--- src/hdl/tksd_pkg.sv ---
package tksd_pkg;

    // CSI parameter bytes that feed the number; later ones are ignored.
    localparam int PARAM_BYTES = 15;
    localparam int PCNT_W      = $clog2(PARAM_BYTES + 1);

    // Result queue; the depth must be a power of two so that the pointers wrap.
    localparam int RES_DEPTH = 4;
    localparam int RES_PTR_W = $clog2(RES_DEPTH);
    localparam int RES_CNT_W = $clog2(RES_DEPTH + 1);

    localparam logic [4:0] KEY_CHAR  = 5'd0;
    localparam logic [4:0] KEY_ESC   = 5'd1;
    localparam logic [4:0] KEY_ENTER = 5'd2;
    localparam logic [4:0] KEY_TAB   = 5'd3;
    localparam logic [4:0] KEY_BS    = 5'd4;
    localparam logic [4:0] KEY_CTRL  = 5'd5;
    localparam logic [4:0] KEY_UP    = 5'd6;
    localparam logic [4:0] KEY_DOWN  = 5'd7;
    localparam logic [4:0] KEY_RIGHT = 5'd8;
    localparam logic [4:0] KEY_LEFT  = 5'd9;
    localparam logic [4:0] KEY_HOME  = 5'd10;
    localparam logic [4:0] KEY_END   = 5'd11;
    localparam logic [4:0] KEY_BTAB  = 5'd12;
    localparam logic [4:0] KEY_INS   = 5'd13;
    localparam logic [4:0] KEY_DEL   = 5'd14;
    localparam logic [4:0] KEY_PGUP  = 5'd15;
    localparam logic [4:0] KEY_PGDN  = 5'd16;
    localparam logic [4:0] KEY_F1    = 5'd17;
    localparam logic [4:0] KEY_F2    = 5'd18;
    localparam logic [4:0] KEY_F3    = 5'd19;
    localparam logic [4:0] KEY_F4    = 5'd20;
    localparam logic [4:0] KEY_F5    = 5'd21;
    localparam logic [4:0] KEY_F6    = 5'd22;
    localparam logic [4:0] KEY_F7    = 5'd23;
    localparam logic [4:0] KEY_F8    = 5'd24;
    localparam logic [4:0] KEY_F9    = 5'd25;
    localparam logic [4:0] KEY_F10   = 5'd26;
    localparam logic [4:0] KEY_F11   = 5'd27;
    localparam logic [4:0] KEY_F12   = 5'd28;

    typedef struct packed {
        logic [4:0]  key;
        logic [31:0] char_bytes;
        logic [2:0]  char_len;
        logic        last;
    } result_t;

    // Everything one input item produces: zero, one or two results.
    typedef struct packed {
        logic [1:0] count;
        result_t    first;
        result_t    second;
    } decode_out_t;

endpackage

--- src/hdl/terminal_key_sequence_decoder_core.sv ---
// Terminal key decoder: each stream transaction in carries one received byte
// (tuser low) or an inter-byte timeout (tuser high); each transaction out is one
// decoded key, and tlast marks the final key caused by an input transaction.
// An input is registered, then decoded together with the escape, CSI and
// UTF-8 state, and its zero, one or two keys go into a four-entry result
// queue whose head drives the output. One input is taken every cycle while the
// queue has room for two keys; an input that yields two keys (ESC followed by
// the decoded stray byte) leaves the output one key at a time, at one key per
// cycle while the output is ready.
module terminal_key_sequence_decoder_core (
    input  logic        clk,
    input  logic        rst_n,
    input  logic        s_axis_tvalid,
    output logic        s_axis_tready,
    input  logic [7:0]  s_axis_tdata,   // data_byte
    input  logic        s_axis_tuser,   // operation
    output logic        m_axis_tvalid,
    input  logic        m_axis_tready,
    output logic [39:0] m_axis_tdata,   // key[4:0], char_bytes[36:5], char_len[39:37]
    output logic        m_axis_tlast    // last
);

    logic                  in_valid_reg;
    logic                  in_timeout_reg;
    logic [7:0]            in_byte_reg;
    logic                  fire;
    logic                  room;
    tksd_pkg::decode_out_t dec;
    tksd_pkg::result_t     head;

    assign fire          = in_valid_reg && room;
    assign s_axis_tready = !in_valid_reg || fire;

    always_ff @(posedge clk or negedge rst_n)
    begin
        if (!rst_n)
        begin
            in_valid_reg <= 1'b0;
        end
        else if (s_axis_tready)
        begin
            in_valid_reg <= s_axis_tvalid;
        end
    end

    always_ff @(posedge clk)
    begin
        if (s_axis_tready && s_axis_tvalid)
        begin
            in_timeout_reg <= s_axis_tuser;
            in_byte_reg    <= s_axis_tdata;
        end
    end

    tksd_decoder u_decoder (
        .clk       (clk),
        .rst_n     (rst_n),
        .fire      (fire),
        .timeout   (in_timeout_reg),
        .data_byte (in_byte_reg),
        .dec       (dec)
    );

    tksd_result_fifo u_result_fifo (
        .clk       (clk),
        .rst_n     (rst_n),
        .wr_en     (fire),
        .wr        (dec),
        .room      (room),
        .out_valid (m_axis_tvalid),
        .out_ready (m_axis_tready),
        .out_data  (head)
    );

    assign m_axis_tdata = {head.char_len, head.char_bytes, head.key};
    assign m_axis_tlast = head.last;

endmodule

--- src/hdl/tksd_decoder.sv ---
module tksd_decoder (
    input  logic                 clk,
    input  logic                 rst_n,
    input  logic                 fire,
    input  logic                 timeout,
    input  logic [7:0]           data_byte,
    output tksd_pkg::decode_out_t dec
);

    typedef enum logic [2:0] {
        MODE_IDLE,
        MODE_ESC,
        MODE_SS3,
        MODE_CSI,
        MODE_UTF8
    } mode_t;

    typedef enum logic [1:0] {
        PH_BLANK,
        PH_DIGITS,
        PH_DONE
    } phase_t;

    localparam logic [7:0] BYTE_ESC      = 8'd27;
    localparam logic [7:0] BYTE_DEL      = 8'd127;
    localparam logic [7:0] BYTE_BS       = 8'd8;
    localparam logic [7:0] BYTE_TAB      = 8'd9;
    localparam logic [7:0] BYTE_LF       = 8'd10;
    localparam logic [7:0] BYTE_CR       = 8'd13;
    localparam logic [7:0] BYTE_SPACE    = 8'd32;
    localparam logic [7:0] BYTE_PLUS     = 8'h2B;
    localparam logic [7:0] BYTE_MINUS    = 8'h2D;
    localparam logic [7:0] BYTE_ZERO     = 8'h30;
    localparam logic [7:0] BYTE_NINE     = 8'h39;
    localparam logic [7:0] BYTE_SS3      = 8'h4F;
    localparam logic [7:0] BYTE_CSI      = 8'h5B;
    localparam logic [7:0] FINAL_LO      = 8'h40;
    localparam logic [7:0] FINAL_HI      = 8'h7E;
    localparam logic [7:0] BYTE_TILDE    = 8'h7E;
    localparam logic [7:0] CTRL_OFFSET   = 8'd64;
    localparam logic [7:0] ASCII_LIMIT   = 8'h80;
    localparam logic [7:0] MASK_LEAD2    = 8'hE0;
    localparam logic [7:0] LEAD2         = 8'hC0;
    localparam logic [7:0] MASK_LEAD3    = 8'hF0;
    localparam logic [7:0] LEAD3         = 8'hE0;
    localparam logic [7:0] MASK_LEAD4    = 8'hF8;
    localparam logic [7:0] LEAD4         = 8'hF0;

    function automatic tksd_pkg::result_t named_key(input logic [4:0] k);
        tksd_pkg::result_t r;
        r            = '0;
        r.key        = k;
        return r;
    endfunction

    function automatic logic [4:0] ss3_key(input logic [7:0] c);
        logic [4:0] k;
        case (c)
            8'h50:   k = tksd_pkg::KEY_F1;     // P
            8'h51:   k = tksd_pkg::KEY_F2;     // Q
            8'h52:   k = tksd_pkg::KEY_F3;     // R
            8'h53:   k = tksd_pkg::KEY_F4;     // S
            8'h41:   k = tksd_pkg::KEY_UP;     // A
            8'h42:   k = tksd_pkg::KEY_DOWN;   // B
            8'h43:   k = tksd_pkg::KEY_RIGHT;  // C
            8'h44:   k = tksd_pkg::KEY_LEFT;   // D
            8'h48:   k = tksd_pkg::KEY_HOME;   // H
            8'h46:   k = tksd_pkg::KEY_END;    // F
            default: k = tksd_pkg::KEY_ESC;
        endcase
        return k;
    endfunction

    function automatic logic [4:0] tilde_key(input logic [7:0] v, input logic neg);
        logic [4:0] k;
        case (v)
            8'd1, 8'd7: k = tksd_pkg::KEY_HOME;
            8'd4, 8'd8: k = tksd_pkg::KEY_END;
            8'd2:       k = tksd_pkg::KEY_INS;
            8'd3:       k = tksd_pkg::KEY_DEL;
            8'd5:       k = tksd_pkg::KEY_PGUP;
            8'd6:       k = tksd_pkg::KEY_PGDN;
            8'd11:      k = tksd_pkg::KEY_F1;
            8'd12:      k = tksd_pkg::KEY_F2;
            8'd13:      k = tksd_pkg::KEY_F3;
            8'd14:      k = tksd_pkg::KEY_F4;
            8'd15:      k = tksd_pkg::KEY_F5;
            8'd17:      k = tksd_pkg::KEY_F6;
            8'd18:      k = tksd_pkg::KEY_F7;
            8'd19:      k = tksd_pkg::KEY_F8;
            8'd20:      k = tksd_pkg::KEY_F9;
            8'd21:      k = tksd_pkg::KEY_F10;
            8'd23:      k = tksd_pkg::KEY_F11;
            8'd24:      k = tksd_pkg::KEY_F12;
            default:    k = tksd_pkg::KEY_ESC;
        endcase
        if (neg)
        begin
            k = tksd_pkg::KEY_ESC;
        end
        return k;
    endfunction

    function automatic logic [4:0] csi_key(input logic [7:0] c, input logic [7:0] v,
                                           input logic neg);
        logic [4:0] k;
        case (c)
            8'h41:      k = tksd_pkg::KEY_UP;     // A
            8'h42:      k = tksd_pkg::KEY_DOWN;   // B
            8'h43:      k = tksd_pkg::KEY_RIGHT;  // C
            8'h44:      k = tksd_pkg::KEY_LEFT;   // D
            8'h48:      k = tksd_pkg::KEY_HOME;   // H
            8'h46:      k = tksd_pkg::KEY_END;    // F
            8'h5A:      k = tksd_pkg::KEY_BTAB;   // Z
            BYTE_TILDE: k = tilde_key(v, neg);
            default:    k = tksd_pkg::KEY_ESC;
        endcase
        return k;
    endfunction

    mode_t                        mode_reg, mode_next;
    logic [tksd_pkg::PCNT_W-1:0]  pcount_reg, pcount_next;
    logic [7:0]                   pvalue_reg, pvalue_next;
    phase_t                       phase_reg, phase_next;
    logic                         negative_reg, negative_next;
    logic [31:0]                  utf8_bytes_reg, utf8_bytes_next;
    logic [1:0]                   utf8_rem_reg, utf8_rem_next;
    logic [2:0]                   utf8_count_reg, utf8_count_next;

    // Decode of the byte as if the block were idle.
    tksd_pkg::result_t id_res;
    logic              id_emit;
    mode_t             id_mode;
    logic [1:0]        id_rem;

    always_comb
    begin
        id_res            = '0;
        id_res.key        = tksd_pkg::KEY_CHAR;
        id_res.char_bytes = {24'd0, data_byte};
        id_res.char_len   = 3'd1;
        id_emit           = 1'b1;
        id_mode           = MODE_IDLE;
        id_rem            = 2'd0;
        if (data_byte == BYTE_ESC)
        begin
            id_emit = 1'b0;
            id_mode = MODE_ESC;
        end
        else if (data_byte == BYTE_CR || data_byte == BYTE_LF)
        begin
            id_res = named_key(tksd_pkg::KEY_ENTER);
        end
        else if (data_byte == BYTE_TAB)
        begin
            id_res = named_key(tksd_pkg::KEY_TAB);
        end
        else if (data_byte == BYTE_BS || data_byte == BYTE_DEL)
        begin
            id_res = named_key(tksd_pkg::KEY_BS);
        end
        else if (data_byte < BYTE_SPACE)
        begin
            id_res.key        = tksd_pkg::KEY_CTRL;
            id_res.char_bytes = {24'd0, data_byte + CTRL_OFFSET};
        end
        else if (data_byte < ASCII_LIMIT)
        begin
            id_res.key = tksd_pkg::KEY_CHAR;
        end
        else if ((data_byte & MASK_LEAD2) == LEAD2)
        begin
            id_emit = 1'b0;
            id_mode = MODE_UTF8;
            id_rem  = 2'd1;
        end
        else if ((data_byte & MASK_LEAD3) == LEAD3)
        begin
            id_emit = 1'b0;
            id_mode = MODE_UTF8;
            id_rem  = 2'd2;
        end
        else if ((data_byte & MASK_LEAD4) == LEAD4)
        begin
            id_emit = 1'b0;
            id_mode = MODE_UTF8;
            id_rem  = 2'd3;
        end
    end

    // CSI number, fed one parameter byte at a time.
    logic       is_digit, is_blank, is_sign;
    logic [11:0] scaled;
    logic [7:0]  nf_value;
    phase_t      nf_phase;
    logic        nf_negative;

    assign is_digit = (data_byte >= BYTE_ZERO) && (data_byte <= BYTE_NINE);
    assign is_blank = (data_byte == BYTE_SPACE) ||
                      ((data_byte >= BYTE_TAB) && (data_byte <= BYTE_CR));
    assign is_sign  = (data_byte == BYTE_PLUS) || (data_byte == BYTE_MINUS);
    assign scaled   = {4'd0, pvalue_reg} * 12'd10 + {8'd0, data_byte[3:0]};

    always_comb
    begin
        nf_value    = pvalue_reg;
        nf_phase    = phase_reg;
        nf_negative = negative_reg;
        if (phase_reg == PH_BLANK && is_blank)
        begin
            nf_phase = PH_BLANK;
        end
        else if (phase_reg == PH_BLANK && is_sign)
        begin
            nf_negative = (data_byte == BYTE_MINUS);
            nf_phase    = PH_DIGITS;
        end
        else if (phase_reg == PH_BLANK || phase_reg == PH_DIGITS)
        begin
            if (is_digit)
            begin
                nf_phase = PH_DIGITS;
                nf_value = (scaled > 12'd255) ? 8'd255 : scaled[7:0];
            end
            else
            begin
                nf_phase = PH_DONE;
            end
        end
    end

    // Continuation byte merged into the character being gathered.
    logic [31:0] u_bytes;
    logic [2:0]  u_count;
    logic [1:0]  u_rem;
    logic        u_take;

    assign u_take  = !timeout && (utf8_count_reg < 3'd4);
    assign u_bytes = utf8_bytes_reg | ({24'd0, data_byte} << {utf8_count_reg[1:0], 3'b000});
    assign u_count = utf8_count_reg + 3'd1;
    assign u_rem   = (utf8_rem_reg != 2'd0) ? utf8_rem_reg - 2'd1 : 2'd0;

    tksd_pkg::result_t first_res, second_res;
    logic [1:0]        n;
    logic [4:0]        ss3_k;

    assign ss3_k = ss3_key(data_byte);

    always_comb
    begin
        mode_next       = mode_reg;
        pcount_next     = pcount_reg;
        pvalue_next     = pvalue_reg;
        phase_next      = phase_reg;
        negative_next   = negative_reg;
        utf8_bytes_next = utf8_bytes_reg;
        utf8_rem_next   = utf8_rem_reg;
        utf8_count_next = utf8_count_reg;
        first_res       = named_key(tksd_pkg::KEY_ESC);
        second_res      = id_res;
        n               = 2'd0;

        case (mode_reg)
            MODE_ESC:
            begin
                mode_next = MODE_IDLE;
                if (timeout)
                begin
                    n = 2'd1;
                end
                else if (data_byte == BYTE_SS3)
                begin
                    mode_next = MODE_SS3;
                end
                else if (data_byte == BYTE_CSI)
                begin
                    mode_next     = MODE_CSI;
                    pcount_next   = '0;
                    pvalue_next   = 8'd0;
                    phase_next    = PH_BLANK;
                    negative_next = 1'b0;
                end
                else
                begin
                    // The stray byte is decoded again after the ESC.
                    n         = {id_emit, !id_emit};
                    mode_next = id_mode;
                end
            end
            MODE_SS3:
            begin
                mode_next = MODE_IDLE;
                if (timeout)
                begin
                    n = 2'd1;
                end
                else if (ss3_k != tksd_pkg::KEY_ESC)
                begin
                    first_res = named_key(ss3_k);
                    n         = 2'd1;
                end
                else
                begin
                    n         = {id_emit, !id_emit};
                    mode_next = id_mode;
                end
            end
            MODE_CSI:
            begin
                if (timeout)
                begin
                    mode_next = MODE_IDLE;
                    n         = 2'd1;
                end
                else if (data_byte >= FINAL_LO && data_byte <= FINAL_HI)
                begin
                    mode_next = MODE_IDLE;
                    first_res = named_key(csi_key(data_byte, pvalue_reg, negative_reg));
                    n         = 2'd1;
                end
                else if (pcount_reg < tksd_pkg::PCNT_W'(tksd_pkg::PARAM_BYTES))
                begin
                    pcount_next   = pcount_reg + 1'b1;
                    pvalue_next   = nf_value;
                    phase_next    = nf_phase;
                    negative_next = nf_negative;
                end
            end
            MODE_UTF8:
            begin
                if (u_take && u_rem != 2'd0)
                begin
                    utf8_bytes_next = u_bytes;
                    utf8_count_next = u_count;
                    utf8_rem_next   = u_rem;
                end
                else
                begin
                    mode_next            = MODE_IDLE;
                    first_res            = '0;
                    first_res.key        = tksd_pkg::KEY_CHAR;
                    first_res.char_bytes = u_take ? u_bytes : utf8_bytes_reg;
                    first_res.char_len   = u_take ? u_count : utf8_count_reg;
                    n                    = 2'd1;
                    utf8_bytes_next      = 32'd0;
                    utf8_rem_next        = 2'd0;
                    utf8_count_next      = 3'd0;
                end
            end
            default:
            begin
                mode_next = MODE_IDLE;
                if (!timeout)
                begin
                    first_res = id_res;
                    n         = {1'b0, id_emit};
                    mode_next = id_mode;
                end
            end
        endcase

        // A lead byte seen through the idle decode starts a new character.
        if (mode_reg != MODE_UTF8 && mode_reg != MODE_CSI && !timeout &&
            mode_next == MODE_UTF8)
        begin
            utf8_bytes_next = {24'd0, data_byte};
            utf8_rem_next   = id_rem;
            utf8_count_next = 3'd1;
        end

        first_res.last  = (n == 2'd1);
        second_res.last = 1'b1;
    end

    assign dec.count  = n;
    assign dec.first  = first_res;
    assign dec.second = second_res;

    always_ff @(posedge clk or negedge rst_n)
    begin
        if (!rst_n)
        begin
            mode_reg       <= MODE_IDLE;
            pcount_reg     <= '0;
            pvalue_reg     <= 8'd0;
            phase_reg      <= PH_BLANK;
            negative_reg   <= 1'b0;
            utf8_bytes_reg <= 32'd0;
            utf8_rem_reg   <= 2'd0;
            utf8_count_reg <= 3'd0;
        end
        else if (fire)
        begin
            mode_reg       <= mode_next;
            pcount_reg     <= pcount_next;
            pvalue_reg     <= pvalue_next;
            phase_reg      <= phase_next;
            negative_reg   <= negative_next;
            utf8_bytes_reg <= utf8_bytes_next;
            utf8_rem_reg   <= utf8_rem_next;
            utf8_count_reg <= utf8_count_next;
        end
    end

    assert property (@(posedge clk) disable iff (!rst_n) n != 2'd3)
        else $error("decoder produced more than two results");

    assert property (@(posedge clk) disable iff (!rst_n)
        (n == 2'd2) |-> (mode_reg == MODE_ESC || mode_reg == MODE_SS3))
        else $error("two results outside an ESC or SS3 sequence");

    assert property (@(posedge clk) disable iff (!rst_n)
        pcount_reg <= tksd_pkg::PCNT_W'(tksd_pkg::PARAM_BYTES))
        else $error("CSI parameter count beyond its limit");

    assert property (@(posedge clk) disable iff (!rst_n)
        (mode_reg == MODE_UTF8) |-> (utf8_count_reg >= 3'd1 && utf8_count_reg <= 3'd3 &&
                                     utf8_rem_reg != 2'd0))
        else $error("UTF-8 gathering state is inconsistent");

endmodule

--- src/hdl/tksd_result_fifo.sv ---
module tksd_result_fifo (
    input  logic                  clk,
    input  logic                  rst_n,
    input  logic                  wr_en,
    input  tksd_pkg::decode_out_t wr,
    output logic                  room,
    output logic                  out_valid,
    input  logic                  out_ready,
    output tksd_pkg::result_t     out_data
);

    tksd_pkg::result_t                 mem_reg [tksd_pkg::RES_DEPTH];
    logic [tksd_pkg::RES_PTR_W-1:0]    wr_ptr_reg, rd_ptr_reg, wr_ptr_inc;
    logic [tksd_pkg::RES_CNT_W-1:0]    count_reg, count_next;
    logic                              pop;
    logic [1:0]                        push_n;

    assign push_n     = wr_en ? wr.count : 2'd0;
    assign pop        = out_valid && out_ready;
    assign wr_ptr_inc = wr_ptr_reg + 1'b1;
    assign count_next = count_reg + tksd_pkg::RES_CNT_W'(push_n)
                        - tksd_pkg::RES_CNT_W'(pop);

    // Room for the worst case of one item, checked before it is decoded.
    assign room      = count_reg <= tksd_pkg::RES_CNT_W'(tksd_pkg::RES_DEPTH - 2);
    assign out_valid = count_reg != '0;
    assign out_data  = mem_reg[rd_ptr_reg];

    always_ff @(posedge clk)
    begin
        if (push_n != 2'd0)
        begin
            mem_reg[wr_ptr_reg] <= wr.first;
        end
        if (push_n == 2'd2)
        begin
            mem_reg[wr_ptr_inc] <= wr.second;
        end
    end

    always_ff @(posedge clk or negedge rst_n)
    begin
        if (!rst_n)
        begin
            wr_ptr_reg <= '0;
            rd_ptr_reg <= '0;
            count_reg  <= '0;
        end
        else
        begin
            wr_ptr_reg <= wr_ptr_reg + tksd_pkg::RES_PTR_W'(push_n);
            rd_ptr_reg <= rd_ptr_reg + tksd_pkg::RES_PTR_W'(pop);
            count_reg  <= count_next;
        end
    end

    assert property (@(posedge clk) disable iff (!rst_n)
        wr_en |-> ({1'b0, count_reg} + {{tksd_pkg::RES_CNT_W - 1{1'b0}}, push_n}
                   <= (tksd_pkg::RES_CNT_W + 1)'(tksd_pkg::RES_DEPTH)))
        else $error("result queue overflow");

    assert property (@(posedge clk) disable iff (!rst_n)
        (!wr_en && !pop) |=> $stable(count_reg))
        else $error("result count changed without a push or pop");

endmodule

--- config.mk ---
export PLATFORM = sky130hd
export DESIGN_NAME = terminal_key_sequence_decoder_core
export DESIGN_NICKNAME = d
export VERILOG_FILES = /design/src/hdl/tksd_pkg.sv /design/src/hdl/terminal_key_sequence_decoder_core.sv /design/src/hdl/tksd_decoder.sv /design/src/hdl/tksd_result_fifo.sv
export SDC_FILE = /design/constraint.sdc
export NUM_CORES = 1
export LEC_CHECK = 0
export BUFFER_PORTS_ARGS = -buffer_cell sky130_fd_sc_hd__buf_2
export CAP_MARGIN = 20
export CELL_PAD_IN_SITES_DETAIL_PLACEMENT = 0
export CELL_PAD_IN_SITES_GLOBAL_PLACEMENT = 1
export CORE_AREA = 5 5 163 165
export CTS_BUF_LIST = sky130_fd_sc_hd__clkbuf_4 sky130_fd_sc_hd__clkbuf_8
export CTS_CLUSTER_DIAMETER = 40
export CTS_CLUSTER_SIZE = 12
export DETAILED_ROUTE_END_ITERATION = 16
export DIE_AREA = 0 0 168 170
export GPL_ROUTABILITY_DRIVEN = 0
export PLACE_DENSITY_LB_ADDON = 0.1
export SYNTH_ARGS = -nofsm -noshare
export SYNTH_HDL_FRONTEND = slang
export SYNTH_HIERARCHICAL = 1
export SYNTH_SLANG_ARGS = --single-unit
--- constraint.sdc ---
create_clock -name clk -period 7 [get_ports clk]
set_input_delay 0 -clock clk [delete_from_list [all_inputs] [get_ports clk]]
set_output_delay 0 -clock clk [all_outputs]
set_load 0.05 [all_outputs]
==> Word level (Yosys, flattened, before mapping) <==
Memory sizes are Yosys's and may differ from the RTL's.
Index checks and enable logic that the tools add are counted.
{ "op_classes": {"mul": 1, "div": 0, "n_mux": 121, "n_eq_ne": 49, "n_reduce_logical": 35, "n_lt_le_gt_ge": 12, "n_shift": 1, "n_bitwise": 1, "addsub": 10} }
{ "op_table": {"columns": ["operator", "n"], "rows": [
  ["41-bit 2-to-1 mux", 8],
  ["41-bit one-hot mux with 4 select lines", 1],
  ["32-bit 2-to-1 mux", 4],
  ["8-bit by 7-bit equality test with 1-bit output (second input constant)", 15],
  ["8-bit 2-to-1 mux", 12],
  ["37-bit 2-to-1 mux", 2],
  ["3-bit 2-to-1 mux", 23],
  ["2-bit 2-to-1 mux", 31],
  ["5-bit one-hot mux with 10 select lines", 1],
  ["5-bit one-hot mux with 8 select lines", 1],
  ["8-bit by 4-bit equality test with 1-bit output (second input constant)", 4],
  ["32-bit OR", 1],
  ["8-bit by 5-bit << shifter with 32-bit output", 1],
  ["8-bit by 6-bit equality test with 1-bit output (second input constant)", 3],
  ["1-bit 2-to-1 mux", 24],
  ["4-bit 2-to-1 mux", 6],
  ["8-bit one-hot mux with 2 select lines", 1],
  ["1-bit logical AND", 13],
  ["12-bit by 4-bit adder with 12-bit output", 1],
  ["12-bit by 8-bit > comparator with 1-bit output (second input constant)", 1],
  ["2-bit != test (second input constant)", 6],
  ["3-bit one-hot mux with 4 select lines", 1],
  ["12-bit AND reduction", 1],
  ["8-bit by 3-bit multiplier with 11-bit output (second input constant)", 1],
  ["other kinds (48)", 68]
]} }
{ "word_totals": {"in_bits": 13, "mem_bits_rw": 164, "romBits": 160, "word_cells": 246, "register_bits": 72, "out_inout_bits": 43, "mem_count": 2, "latchBits": 0} }
{ "memory_table": {"columns": ["memory", "words", "width", "read_ports", "rd_clocked_by_memory_dff", "write_ports", "line_no", "text"], "rows": [
  ["u_result_fifo.mem_reg", 4, 41, 1, 0, 2, "tksd_result_fifo.sv:12", "tksd_pkg::result_t mem_reg [tksd_pkg::RES_DEPTH];"],
  ["(name not given)", 32, 5, 1, 0, 0, "tksd_decoder.sv:76", "case (v)"]
]} }

==> Logic depth before layout (Yosys ltp) <==
Gate-level depths: netlist of run 1.
{ "depth": {"ltp_word": 19, "mapped_depth": 14} }

==> Modules after synthesis <==
Netlist of run 1, hierarchy kept.
{ "by_module_without_submodules": {"columns": ["module", "area_each_um2", "cells_each", "instances", "seq_area_each_um2"], "rows": [
  ["tksd_result_fifo", 8339.2, 442, 1, 5099.9],
  ["tksd_decoder", 5218.8, 651, 1, 1376.3],
  ["terminal_key_sequence_decoder_core", 330.3, 14, 1, 295.3]
]} }

==> Worst setup path after synthesis of run 1 <==
Ideal clock, no wire load.
{ "synth_timing": {"path_type": "register -> register", "from": "register in_byte_reg[7]", "to": "memory u_result_fifo/mem_reg[2][0] (netlist name), enable pin", "path_stages_with_launch": 12, "slack_ns": 2.432, "required_ns": 6.546, "setup_time_ns": 0.454, "n_path_buf": 1, "period_less_slack_ns": 4.568, "arrival_time_ns": 4.114, "path_cell_list": "edfxtp_1 inv_1 ha_1 and3_2 a311oi_2 nand2_1 nand2_1 a31oi_1 a22oi_1 buf_2 nand2_1 o22ai_1"} }
{ "synth_rtl": {"columns": ["element", "line_no", "text"], "rows": [
  ["start: declaration", "terminal_key_sequence_decoder_core.sv:25", "logic [7:0] in_byte_reg;"],
  ["start signal: assignment", "terminal_key_sequence_decoder_core.sv:51", "in_byte_reg <= s_axis_tdata;"],
  ["end: declaration", "tksd_result_fifo.sv:12", null]
]} }

==> results of run 1 <==
## what timing repair did
action / CTS / global route
endpoints found under the setup margin: 0 / 0
endpoints found under the hold margin: 84 / 0
hold buffers: 12 / 0
## metrics by stage
step / std cells / util [%] / hold WS (ps) / worst slack, ps / instance area, um2
floorplan: 1134 / - / -295.6 / 2432 / 13990
global placement: 1432 / 57.10 / 176.8 / 2099 / 14210
detailed placement: 1432 / 57.10 / 178.1 / 1949 / 14210
CTS: 1514 / 61.00 / 127.5 / 1941 / 15180
global route: 1515 / 61.11 / 134.0 / 1683 / 15210
finish: 1515 / 61.11 / 154.7 / 1853 / 15210
## cell usage after synthesis, types with 12 or more instances
cell	count	share of area, %
sky130_fd_sc_hd__and2_1	12	0.54
sky130_fd_sc_hd__o21a_1	25	1.4
sky130_fd_sc_hd__edfxtp_1	173	37
sky130_fd_sc_hd__nor2_1	57	1.5
sky130_fd_sc_hd__nor3_1	13	0.47
sky130_fd_sc_hd__buf_4	39	2.1
sky130_fd_sc_hd__nand2_1	57	1.5
sky130_fd_sc_hd__mux2_2	154	12
sky130_fd_sc_hd__mux2_1	16	1.3
sky130_fd_sc_hd__a21oi_1	72	2.6
sky130_fd_sc_hd__nand2b_1	12	0.54
sky130_fd_sc_hd__inv_1	16	0.43
sky130_fd_sc_hd__ha_1	31	2.8
sky130_fd_sc_hd__nand3_1	34	1.2
sky130_fd_sc_hd__o21ai_0	24	0.86
sky130_fd_sc_hd__xnor2_1	14	0.88
sky130_fd_sc_hd__dfrtp_1	63	11
sky130_fd_sc_hd__a21oi_2	13	0.82
sky130_fd_sc_hd__a22oi_1	14	0.76
sky130_fd_sc_hd__buf_2	28	1.0
sky130_fd_sc_hd__clkbuf_1	29	0.78
sky130_fd_sc_hd__mux4_2	41	6.6
## area by class of cell
| class | count | share of cell area, % |
|---|---|---|
| sequential | 236 | 44.53 |
| multi-input combinational | 770 | 42.85 |
| timing repair buffer | 89 | 3.817 |
| clock buffer | 39 | 3.529 |
| tap | 330 | 2.714 |
| clock inverter | 31 | 2.056 |
| inverter | 20 | 0.5018 |
## routing by layer
metal	vias to the layer above	global-route usage, %	wire length [um]
met4	0	6.457	771
met3	59	4.321	1943
met2	302	38.49	15940
met5	-	0	0
li1	4282	-	-
met1	4572	32.02	14530
## worst max-delay path by stage
stage | to | start | cells after the start | slack, ps
finish | u_result_fifo/mem_reg[2][3] | in_byte_reg[7] | 11 | 1850
global route | u_result_fifo/mem_reg[2][3] | in_byte_reg[7] | 11 | 1680
CTS | u_result_fifo/mem_reg[2][16] | in_byte_reg[7] | 11 | 1940
detailed placement | u_result_fifo/mem_reg[2][3] | in_byte_reg[7] | 11 | 1950
global placement | u_result_fifo/mem_reg[2][2] | in_byte_reg[7] | 11 | 2100
floorplan | u_result_fifo/mem_reg[2][0] | in_byte_reg[7] | 11 | 2430
## where the power goes
| part | total, uW | switching, uW | leakage [uW] | internal (uW) |
|---|---|---|---|---|
| Combinational | 2150 | 1430 | 0.00291 | 716 |
| Sequential | 1920 | 169 | 0.00245 | 1750 |
| Clock | 1320 | 615 | 0.000419 | 701 |
| Total | 5380 | 2210 | 0.00578 | 3170 |
## tightest hold or removal path: stages
cell	delay, ps
sky130_fd_sc_hd__dlygate4sd3_1	510
sky130_fd_sc_hd__buf_2	90
sky130_fd_sc_hd__buf_4	620
## logic make-up (layout without fill, tap and decap cells)
| group | count (synthesis) | after routing | synth area share (%) |
|---|---|---|---|
| and+or+nand+nor | 237 | 237 | 8.856 |
| DFF | 236 | 236 | 48.76 |
| AOI/OAI and AO/OA | 231 | 231 | 11.41 |
| muxes | 219 | 219 | 21.01 |
| buffers and inverters | 128 | 179 | 5.432 |
| adders and majority gates | 34 | 34 | 3.225 |
| xor gates and xnor gates | 20 | 20 | 1.261 |
| other | 2 | 29 | 0.05407 |
==> metrics.cfg, run 1 <==
[outcome]
run_status = finished, final reports clean

[timing]
period_needed_ps = 5147
finClkSkew_ps = 33.41
timing.setup.tns_ps = 0
max-slew-margin-rel_pct = 28.56
final_max_slew_viol_count = 0
timing_worst_slew_pin_value_ps = 1072
final-hold-violation-count = 0
unrepaired_setup_endpoints_after_global_routing = false
clock.fmax_mhz = 194.3
layout_worst_path_cycle_share_pct = 73.53
setup_viol = 0

[logic_synthesis]
post_synthesis_mean_instance_area_um2 = 12.55
postSynthCellCount = 1107
synth-async-reset-ratio_pct = 26.69
synth.lib_cells_used.distinct = 86
synth-main-ff-cell = sky130_fd_sc_hd__edfxtp_1
synthesis.yosys.warnings = 6
synth-edff-count = 173
ys_ff_latch = 236
synthesis.area_mm2 = 0.01389
sequential_fraction_of_the_synthesis_area_pct = 48.76

[setup_path]
required_time_of_the_worst_setup_path_ps = 7220
cpLargestDelayFamily = compound AO/OA/AOI/OAI gates
critical-path-slowest-cell = sky130_fd_sc_hd__a22oi_1
critical_path.cell_chain = inv_1 -> ha_1 -> and3_2 -> a311oi_2 -> nand2_1 -> nand2_1 -> a31oi_1 -> a22oi_1 -> nand2_1 -> o22ai_4 -> buf_4
worstSetupStartpointType = register
worst-path-buf-inv = 2
r2r-end = u_result_fifo/mem_reg[2][3]
reg2reg_slack_ps = 1850
worst_setup_path_end_kind = register
crit_arrival_ps = 5360
cp_common_cell = sky130_fd_sc_hd__nand2_1
ff2ff_path_depth = 11
critPathMaxStageDelay_ps = 860
timing.rr.start = in_byte_reg[7]
worst-path-max-fanout = 21
timing.setup.critical_path_class = reg2reg

[clocking]
cts_tree = done
cts.path.max_buffers = 3
cts.sinks = 236
resized_cells_post_cts = 0
h-tree-depth = 2
worst_setup_hold_path_clk_slew_ps = 70
insertion_delay_ps = 550
cts_setup_buffers = 0
inserted_clock_buffers = 38
clock-root-buffer = sky130_fd_sc_hd__clkbuf_8

[finish]
layout_commonest_cell = sky130_fd_sc_hd__edfxtp_1
num-nets-final = 1202
post_route_cells_drive_above_1_share_pct = 32.49
mostFrequentLayoutCells = 173 x sky130_fd_sc_hd__edfxtp_1, 154 x sky130_fd_sc_hd__mux2_2, 72 x sky130_fd_sc_hd__a21oi_1
area_growth_pct = 9.522
number_of_flip_flops_under_the_largest_register_name = 164
area.sequential_mm2 = 0.006774
fillerInstances = 2006
multiInputGateArea_mm2 = 0.006518
antennaDiodeCount = 0

[grt]
grt_first_pass_wirelength_mm = 53.05
grt_overflow = 0
initial_antenna_violation_count = 0
grt_util_all_layers_pct = 23.31
grt_max_degree = 64
first_global_vias = 9311

[floorplanning]
height_of_the_die_um = 170
fp-row-count = 58
start_util_pct = 55.80
chipWidth_um = 168
placeable_core_area_mm2 = 0.02489
dieArea_mm2 = 0.02856
ioPinCount = 56

[detailed_routing]
wl_mm = 33.18
via_per_inst = 6.083
drt_drc_violations_left = 0
detailed_router_iteration_count_before_antenna_repair = 7
ant_nets = 0
drt-initial-drc-count = 708
routed-via-count = 9215
wire_per_inst_um = 21.90

[placed_design]
place_hpwl_mm = 21.19
port-buffer-count = 55

[power]
power.total_uw = 5380
power_per_cell_area_mw_per_mm2 = 353.7
total_leakage_power_uw = 0.005779
vdd.ir_drop.worst_v = 0.0003832

[min_path]
hold_path_class = in2async

[flow_run]
timing.max_cap.violations = 0

Note: power is estimated with default switching activity, not from simulation.
==> inputs of run 2 (changes only) <==
--- a/config.mk
+++ b/config.mk
@@ -9,12 +9,12 @@
 export CAP_MARGIN = 20
 export CELL_PAD_IN_SITES_DETAIL_PLACEMENT = 0
 export CELL_PAD_IN_SITES_GLOBAL_PLACEMENT = 1
-export CORE_AREA = 5 5 163 165
+export CORE_AREA = 5 5 168 170
 export CTS_BUF_LIST = sky130_fd_sc_hd__clkbuf_4 sky130_fd_sc_hd__clkbuf_8
 export CTS_CLUSTER_DIAMETER = 40
 export CTS_CLUSTER_SIZE = 12
 export DETAILED_ROUTE_END_ITERATION = 16
-export DIE_AREA = 0 0 168 170
+export DIE_AREA = 0 0 173 175
 export GPL_ROUTABILITY_DRIVEN = 0
 export PLACE_DENSITY_LB_ADDON = 0.1
 export SYNTH_ARGS = -nofsm -noshare
==> constraint.sdc (replaced) <==
create_clock -name clk -period 5.2 [get_ports clk]
set_input_delay 0 -clock clk [delete_from_list [all_inputs] [get_ports clk]]
set_output_delay 0 -clock clk [all_outputs]
set_load 0.05 [all_outputs]
==> metrics.cfg, run 2 (synthesis gave the netlist of run 1 again) <==
[outcome]
run_status = finished, final reports clean

[setup_path]
endpoint = u_result_fifo/mem_reg[0][35]
worst-path-buf-inv = 2  ; unchanged
cpLargestDelayFamily = compound AO/OA/AOI/OAI gates
crit_cells = 11  ; unchanged
worst-path-max-fanout = 35  ; +67%
worst_setup_path_end_kind = register
r2r-end = u_result_fifo/mem_reg[0][35]
cp_common_cell = sky130_fd_sc_hd__nand2_1
worstSetupStartpointType = register
timing.rr.start = in_byte_reg[6]
ff2ff_path_depth = 11  ; unchanged
critical_path.cell_chain = ha_1 -> and3_2 -> a311oi_2 -> nand2_1 -> nand2_1 -> a31oi_1 -> a22oi_1 -> nand2_1 -> inv_1 -> o2bb2ai_4 -> buf_12
required_time_of_the_worst_setup_path_ps = 5410  ; -1810 ps
reg2reg_slack_ps = 750  ; -1100 ps
critPathMaxStageDelay_ps = 870  ; about the same
worst_setup_path_startpoint = in_byte_reg[6]
critical-path-slowest-cell = sky130_fd_sc_hd__a22oi_1
timing.setup.critical_path_class = reg2reg
crit_arrival_ps = 4660  ; -700 ps

[timing]
final-hold-violation-count = 0  ; unchanged
layout_worst_path_cycle_share_pct = 85.60  ; +12 points
final_max_slew_viol_count = 0  ; unchanged
unrepaired_setup_endpoints_after_global_routing = false
timing.setup.tns_ps = 0  ; unchanged
setup_viol = 0  ; unchanged
finClkSkew_ps = 26.91  ; -6.501 ps
period_needed_ps = 4451  ; -695.9 ps
timing_worst_slew_pin_value_ps = 1053  ; -18.63 ps
clock.fmax_mhz = 224.7  ; +16%
max-slew-margin-rel_pct = 29.80  ; +1.2 points

[clocking]
resized_cells_post_cts = 0  ; unchanged
cts_tree = done
cts_setup_buffers = 0  ; unchanged
inserted_clock_buffers = 39  ; +2.6%
cts.sinks = 236  ; unchanged
cts_hold_buffers = 12  ; unchanged
insertion_delay_ps = 550  ; about the same
worst_setup_hold_path_clk_slew_ps = 60  ; about the same
clock-root-buffer = sky130_fd_sc_hd__clkbuf_8
cts.path.max_buffers = 3  ; unchanged
h-tree-depth = 2  ; unchanged

[power]
power_per_cell_area_mw_per_mm2 = 473.4  ; +34%
power.share.combinational_pct = 39.9  ; about the same
power_switching_uw = 2934  ; +33%
p_seq_share_pct = 35.5  ; -0.2 points
internal_power_uw = 4335  ; +37%
clock_power_share_pct = 24.6  ; about the same
vdd.ir_drop.worst_v = 0.0004501  ; +17%
total_leakage_power_uw = 0.005846  ; +1.1%
power.share.switching_pct = 40.36  ; -0.79 points

[floorplanning]
start_util_pct = 52.26  ; -3.5 points
height_of_the_die_um = 175  ; +2.9%
dieArea_mm2 = 0.03028  ; +6.0%
placeable_core_area_mm2 = 0.02658  ; +6.8%
ioPinCount = 56  ; unchanged
chipWidth_um = 173  ; +3.0%
fp-row-count = 60  ; +3.4%

[finish]
utilization_pct = 57.78  ; -3.3 points
area.sequential_mm2 = 0.006774  ; unchanged
number_of_flip_flops_under_the_largest_register_name = 164  ; unchanged
area_growth_pct = 10.57
post_route_cells_drive_above_1_share_pct = 33.08  ; +0.59 points
mostFrequentLayoutCells = 173 x sky130_fd_sc_hd__edfxtp_1, 154 x sky130_fd_sc_hd__mux2_2, 72 x sky130_fd_sc_hd__a21oi_1
antennaDiodeCount = 0  ; unchanged
fillerInstances = 2272  ; +13%
multiInputGateArea_mm2 = 0.006518  ; unchanged
num-nets-final = 1213  ; +0.92%
layout_commonest_cell = sky130_fd_sc_hd__edfxtp_1

[grt]
grt_first_pass_wirelength_mm = 53.33  ; +0.52%
initial_antenna_violation_count = 0  ; unchanged
grt_util_all_layers_pct = 21.75  ; -1.6 points
first_global_vias = 9330  ; +0.20%
grt_max_degree = 64  ; unchanged
grt_overflow = 0  ; unchanged

[placed_design]
place_hpwl_mm = 21.12  ; -0.33%
port-buffer-count = 55  ; unchanged

[min_path]
hold_path_class = in2reg

[detailed_routing]
ant_nets = 0  ; unchanged
drt-initial-drc-count = 680  ; -4.0%
wl_met2_mm = 15.87  ; -0.41%
wire_per_inst_um = 21.56  ; -1.6%
top_layer_used = met4
via_per_inst = 5.915  ; -2.8%
detail_route.wirelength.met1_mm = 15.35  ; +5.7%
wl_met3_mm = 1.416  ; -27%
drt_drc_violations_left = 0  ; unchanged
routed-via-count = 9079  ; -1.5%
wl_mm = 33.09  ; -0.27%
detailed_router_iteration_count_before_antenna_repair = 4  ; -3

[flow_run]
timing.max_cap.violations = 0  ; unchanged

==> run 2: area by class of cell <==
type / instances / area share, %
clock buffers: 41 / 3.634
inverters: 20 / 0.4970
repair buffers: 99 / 4.595
flip-flops and latches: 236 / 44.11
well taps: 341 / 2.778
multi-input cells: 770 / 42.44
clock inverters: 28 / 1.939
==> run 2: stage by stage <==
| stage | total power [uW] | instances | instance area [um2] | hold WS, ps | setup slack [ps] |
|---|---|---|---|---|---|
| after floorplan | 4849 | 1134 | 13990 | -295.6 | 632.0 |
| after global placement | 5497 | 1453 | 14350 | 177.4 | 822.4 |
| after detailed placement | 5506 | 1453 | 14350 | 178.2 | 809.2 |
| after CTS | 7330 | 1534 | 15330 | 148.7 | 782.8 |
| after global routing | 7658 | 1535 | 15360 | 157.5 | 487.3 |
| final | 7270 | 1535 | 15360 | 177.7 | 749.0 |
==> run 2: layer usage <==
layer	vias to the layer above	global-route usage, %
li1	4285	-
met1	4567	31.06
met2	188	35.59
met3	39	3.440
met4	0	4.623
met5	-	0
==> run 2: worst min path at each step <==
stage / start / end / slack [ps] / cells past startpoint
CTS: s_axis_tdata[2] / in_byte_reg[2] / 150 / 2
detailed placement: s_axis_tuser / in_timeout_reg / 180 / 1
global route: s_axis_tdata[5] / in_byte_reg[5] / 160 / 2
global placement: s_axis_tuser / in_timeout_reg / 180 / 1
floorplan: rst_n / in_valid_reg / -300 / 0
finish: s_axis_tdata[2] / in_byte_reg[2] / 180 / 2
==> run 2: power groups by stage <==
stage	clock (uW)	combinational, uW	sequential (uW)
after detailed placement	0	2880	2620
final	1790	2900	2580
after global routing	1930	3110	2620
after CTS	1850	2900	2580
after floorplan	0	2370	2480
after global placement	0	2880	2610
==> inputs of run 3 (changes only) <==
--- a/config.mk
+++ b/config.mk
@@ -11,12 +11,13 @@
 export CELL_PAD_IN_SITES_GLOBAL_PLACEMENT = 1
 export CORE_AREA = 5 5 168 170
 export CTS_BUF_LIST = sky130_fd_sc_hd__clkbuf_4 sky130_fd_sc_hd__clkbuf_8
-export CTS_CLUSTER_DIAMETER = 40
+export CTS_CLUSTER_DIAMETER = 50
 export CTS_CLUSTER_SIZE = 12
 export DETAILED_ROUTE_END_ITERATION = 16
 export DIE_AREA = 0 0 173 175
 export GPL_ROUTABILITY_DRIVEN = 0
 export PLACE_DENSITY_LB_ADDON = 0.1
+export RECOVER_POWER = 100
 export SYNTH_ARGS = -nofsm -noshare
 export SYNTH_HDL_FRONTEND = slang
 export SYNTH_HIERARCHICAL = 1
==> metrics.cfg, run 3 (synthesis gave the netlist of run 1 again) <==
[grt]
grt-busiest-layer = met2
grt_util_all_layers_pct = 21.58  ; -0.17 points
grt_max_degree = 64  ; unchanged
globalRouteMet1Util_pct = 31.14  ; +0.071 points
initial_antenna_violation_count = 0  ; unchanged
grt_overflow = 0  ; unchanged
grt_util_met2_pct = 35.26  ; -0.33 points
met3_layer_usage_reported_by_global_route_pct = 2.899  ; -0.54 points
grt_first_pass_wirelength_mm = 52.95  ; -0.71%
first_global_vias = 9229  ; -1.1%

[finish]
fillerInstances = 2358  ; +3.8%
number_of_flip_flops_under_the_largest_register_name = 164  ; unchanged
antennaDiodeCount = 0  ; unchanged
post_route_cells_drive_above_1_share_pct = 26.51  ; -6.6 points
area_growth_pct = 7.297
num-nets-final = 1203  ; -0.82%
layout_commonest_cell = sky130_fd_sc_hd__edfxtp_1
mostFrequentLayoutCells = 173 x sky130_fd_sc_hd__edfxtp_1, 153 x sky130_fd_sc_hd__mux2_2, 73 x sky130_fd_sc_hd__a21oi_1
design_area_mm2 = 0.01490  ; -3.0%

[timing]
finClkSkew_ps = 21.27  ; -5.637 ps
final.setup.worst_slack_ps = 569.2  ; -179.7 ps
setup_viol = 0  ; unchanged
final_max_slew_viol_count = 124  ; +124
clock.fmax_mhz = 215.9  ; -3.9%
final-hold-violation-count = 0  ; unchanged
timing.setup.tns_ps = 0  ; unchanged
timing_worst_slew_pin_value_ps = 3670  ; +2617 ps
max-slew-margin-rel_pct = -144.7  ; -170 points
unrepaired_setup_endpoints_after_global_routing = false
period_needed_ps = 4631  ; +179.7 ps
layout_worst_path_cycle_share_pct = 89.05  ; +3.5 points

[detailed_routing]
routed-via-count = 9099  ; +0.22%
ant_nets = 0  ; unchanged
wire_per_inst_um = 21.69  ; +0.63%
via_per_inst = 5.994  ; +1.3%
detailed_router_iteration_count_before_antenna_repair = 5  ; +1
drt_drc_violations_left = 0  ; unchanged
wl_mm = 32.93  ; -0.49%
drt-initial-drc-count = 722  ; +6.2%

[setup_path]
required_time_of_the_worst_setup_path_ps = 5630  ; +220 ps
worstSetupStartpointType = register
worst_setup_path_startpoint = in_byte_reg[3]
crit_arrival_ps = 5060  ; +400 ps
worst_setup_path_end_kind = register
timing.rr.start = in_byte_reg[3]
worst-path-max-fanout = 23  ; -34%
ff2ff_path_depth = 10  ; -1
reg2reg_slack_ps = 570  ; -180 ps
r2r-end = u_result_fifo/mem_reg[2][13]
timing.setup.critical_path_class = reg2reg

[flow_run]
timing.max_cap.violations = 3  ; +3

[outcome]
violations_in_the_final_reports = max-capacitance violations, max-slew violations
run_status = finished with violations

[clocking]
inserted_clock_buffers = 29  ; -26%
resized_cells_post_cts = 0  ; unchanged
cts_tree = done
insertion_delay_ps = 570  ; +20 ps
h-tree-depth = 1  ; -1
worst_setup_hold_path_clk_slew_ps = 80  ; +20 ps
cts.path.max_buffers = 3  ; unchanged
cts.sinks = 236  ; unchanged
clock-root-buffer = sky130_fd_sc_hd__clkbuf_8

[floorplanning]
dieArea_mm2 = 0.03028  ; unchanged
fp-row-count = 60  ; unchanged
ioPinCount = 56  ; unchanged
start_util_pct = 52.26  ; unchanged
height_of_the_die_um = 175  ; unchanged
chipWidth_um = 173  ; unchanged
placeable_core_area_mm2 = 0.02658  ; unchanged

[power]
total_leakage_power_uw = 0.005557  ; -4.9%
power_per_cell_area_mw_per_mm2 = 456.8  ; -3.5%
vdd.ir_drop.worst_v = 0.0004283  ; -4.8%

[placed_design]
dpl-instance-area_mm2 = 0.01435  ; unchanged
port-buffer-count = 55  ; unchanged
place_hpwl_mm = 21.12  ; unchanged
dp_worst_setup_slack_ps = 809.2  ; unchanged

[min_path]
cell_depth_of_the_worst_min_delay_path = 2  ; unchanged
min_from = s_axis_tdata[4]
hold_path_class = in2reg
timing.hold.worst_endpoint = in_byte_reg[4]

-- run 3: cell count changes in the layout (fill, tap and decap cells not counted), moves of 2 or more --
cell	delta
sky130_fd_sc_hd__clkbuf_1	+53
sky130_fd_sc_hd__buf_2	-45
sky130_fd_sc_hd__buf_4	-14
sky130_fd_sc_hd__clkbuf_8	-8
sky130_fd_sc_hd__clkbuf_2	+7
sky130_fd_sc_hd__clkbuf_4	+5
sky130_fd_sc_hd__clkinv_2	-4
sky130_fd_sc_hd__bufinv_16	-3
sky130_fd_sc_hd__clkinvlp_4	-3
sky130_fd_sc_hd__buf_12	-2
sky130_fd_sc_hd__clkinv_1	-2
sky130_fd_sc_hd__clkinv_4	-2
sky130_fd_sc_hd__nand2_1	+2
-- run 3: metal layers --
metal	routed length (um)	vias up
li1	-	4258
met3	1439	48
met5	0	-
met1	15250	4561
met2	15610	232
met4	638	0
-- run 3: worst max path at each step --
stage                                         endpoint  slack, ps  cells after the start
after detailed placement   u_result_fifo/mem_reg[0][8]        810                     11
after global placement    u_result_fifo/mem_reg[0][27]        820                     11
after CTS                 u_result_fifo/mem_reg[0][11]        770                     11
after global routing      u_result_fifo/mem_reg[0][11]        280                     10
final                     u_result_fifo/mem_reg[2][13]        570                     10
after floorplan            u_result_fifo/mem_reg[2][0]        630                     11
-- run 3: cell type report --
class	count	area (um2)	area share, %
Tap cell	341	426.7	2.863
Multi-Input combinational cell	770	6422	43.10
Inverter	20	76.32	0.5122
Clock buffer	37	478.0	3.207
Timing Repair Buffer	99	576.8	3.871
Clock inverter	15	148.9	0.9992
Sequential cell	236	6773	45.45
-- run 3: critical path: stages (launching register included) --
cell and delay, ps:
sky130_fd_sc_hd__edfxtp_1 740, sky130_fd_sc_hd__clkbuf_1 540, sky130_fd_sc_hd__or4b_1 530, sky130_fd_sc_hd__a21o_1 180, sky130_fd_sc_hd__a21oi_1 130, sky130_fd_sc_hd__o21bai_1 110
sky130_fd_sc_hd__a22oi_1 740, sky130_fd_sc_hd__nor3b_1 160, sky130_fd_sc_hd__nand3_2 600, sky130_fd_sc_hd__clkbuf_1 500, sky130_fd_sc_hd__mux2_2 250
-- run 3: metrics by stage --
step,power [uW],util [%],std cells,hold WS (ps)
3_5_place_dp,5506,54.01,1453,178.2
5_1_grt,7189,56.07,1518,114.8
6_report,6807,56.07,1518,136.0
2_1_floorplan,4849,-,1134,-295.6
4_1_cts,6956,56.82,1517,92.87
3_3_place_gp,5497,54.01,1453,177.4
-- run 3: timing repair --
item                                    in CTS  in global routing
hold endpoints to repair                    86                  0
setup buffers                                0                  0
hold buffers                                12                  0
endpoints found under the setup margin       0                  0
-- run 3: where the power goes --
part / internal (uW) / switching (uW)
combinational: 898 / 1900
clock: 717 / 713
sequential: 2350 / 223
total: 3970 / 2840
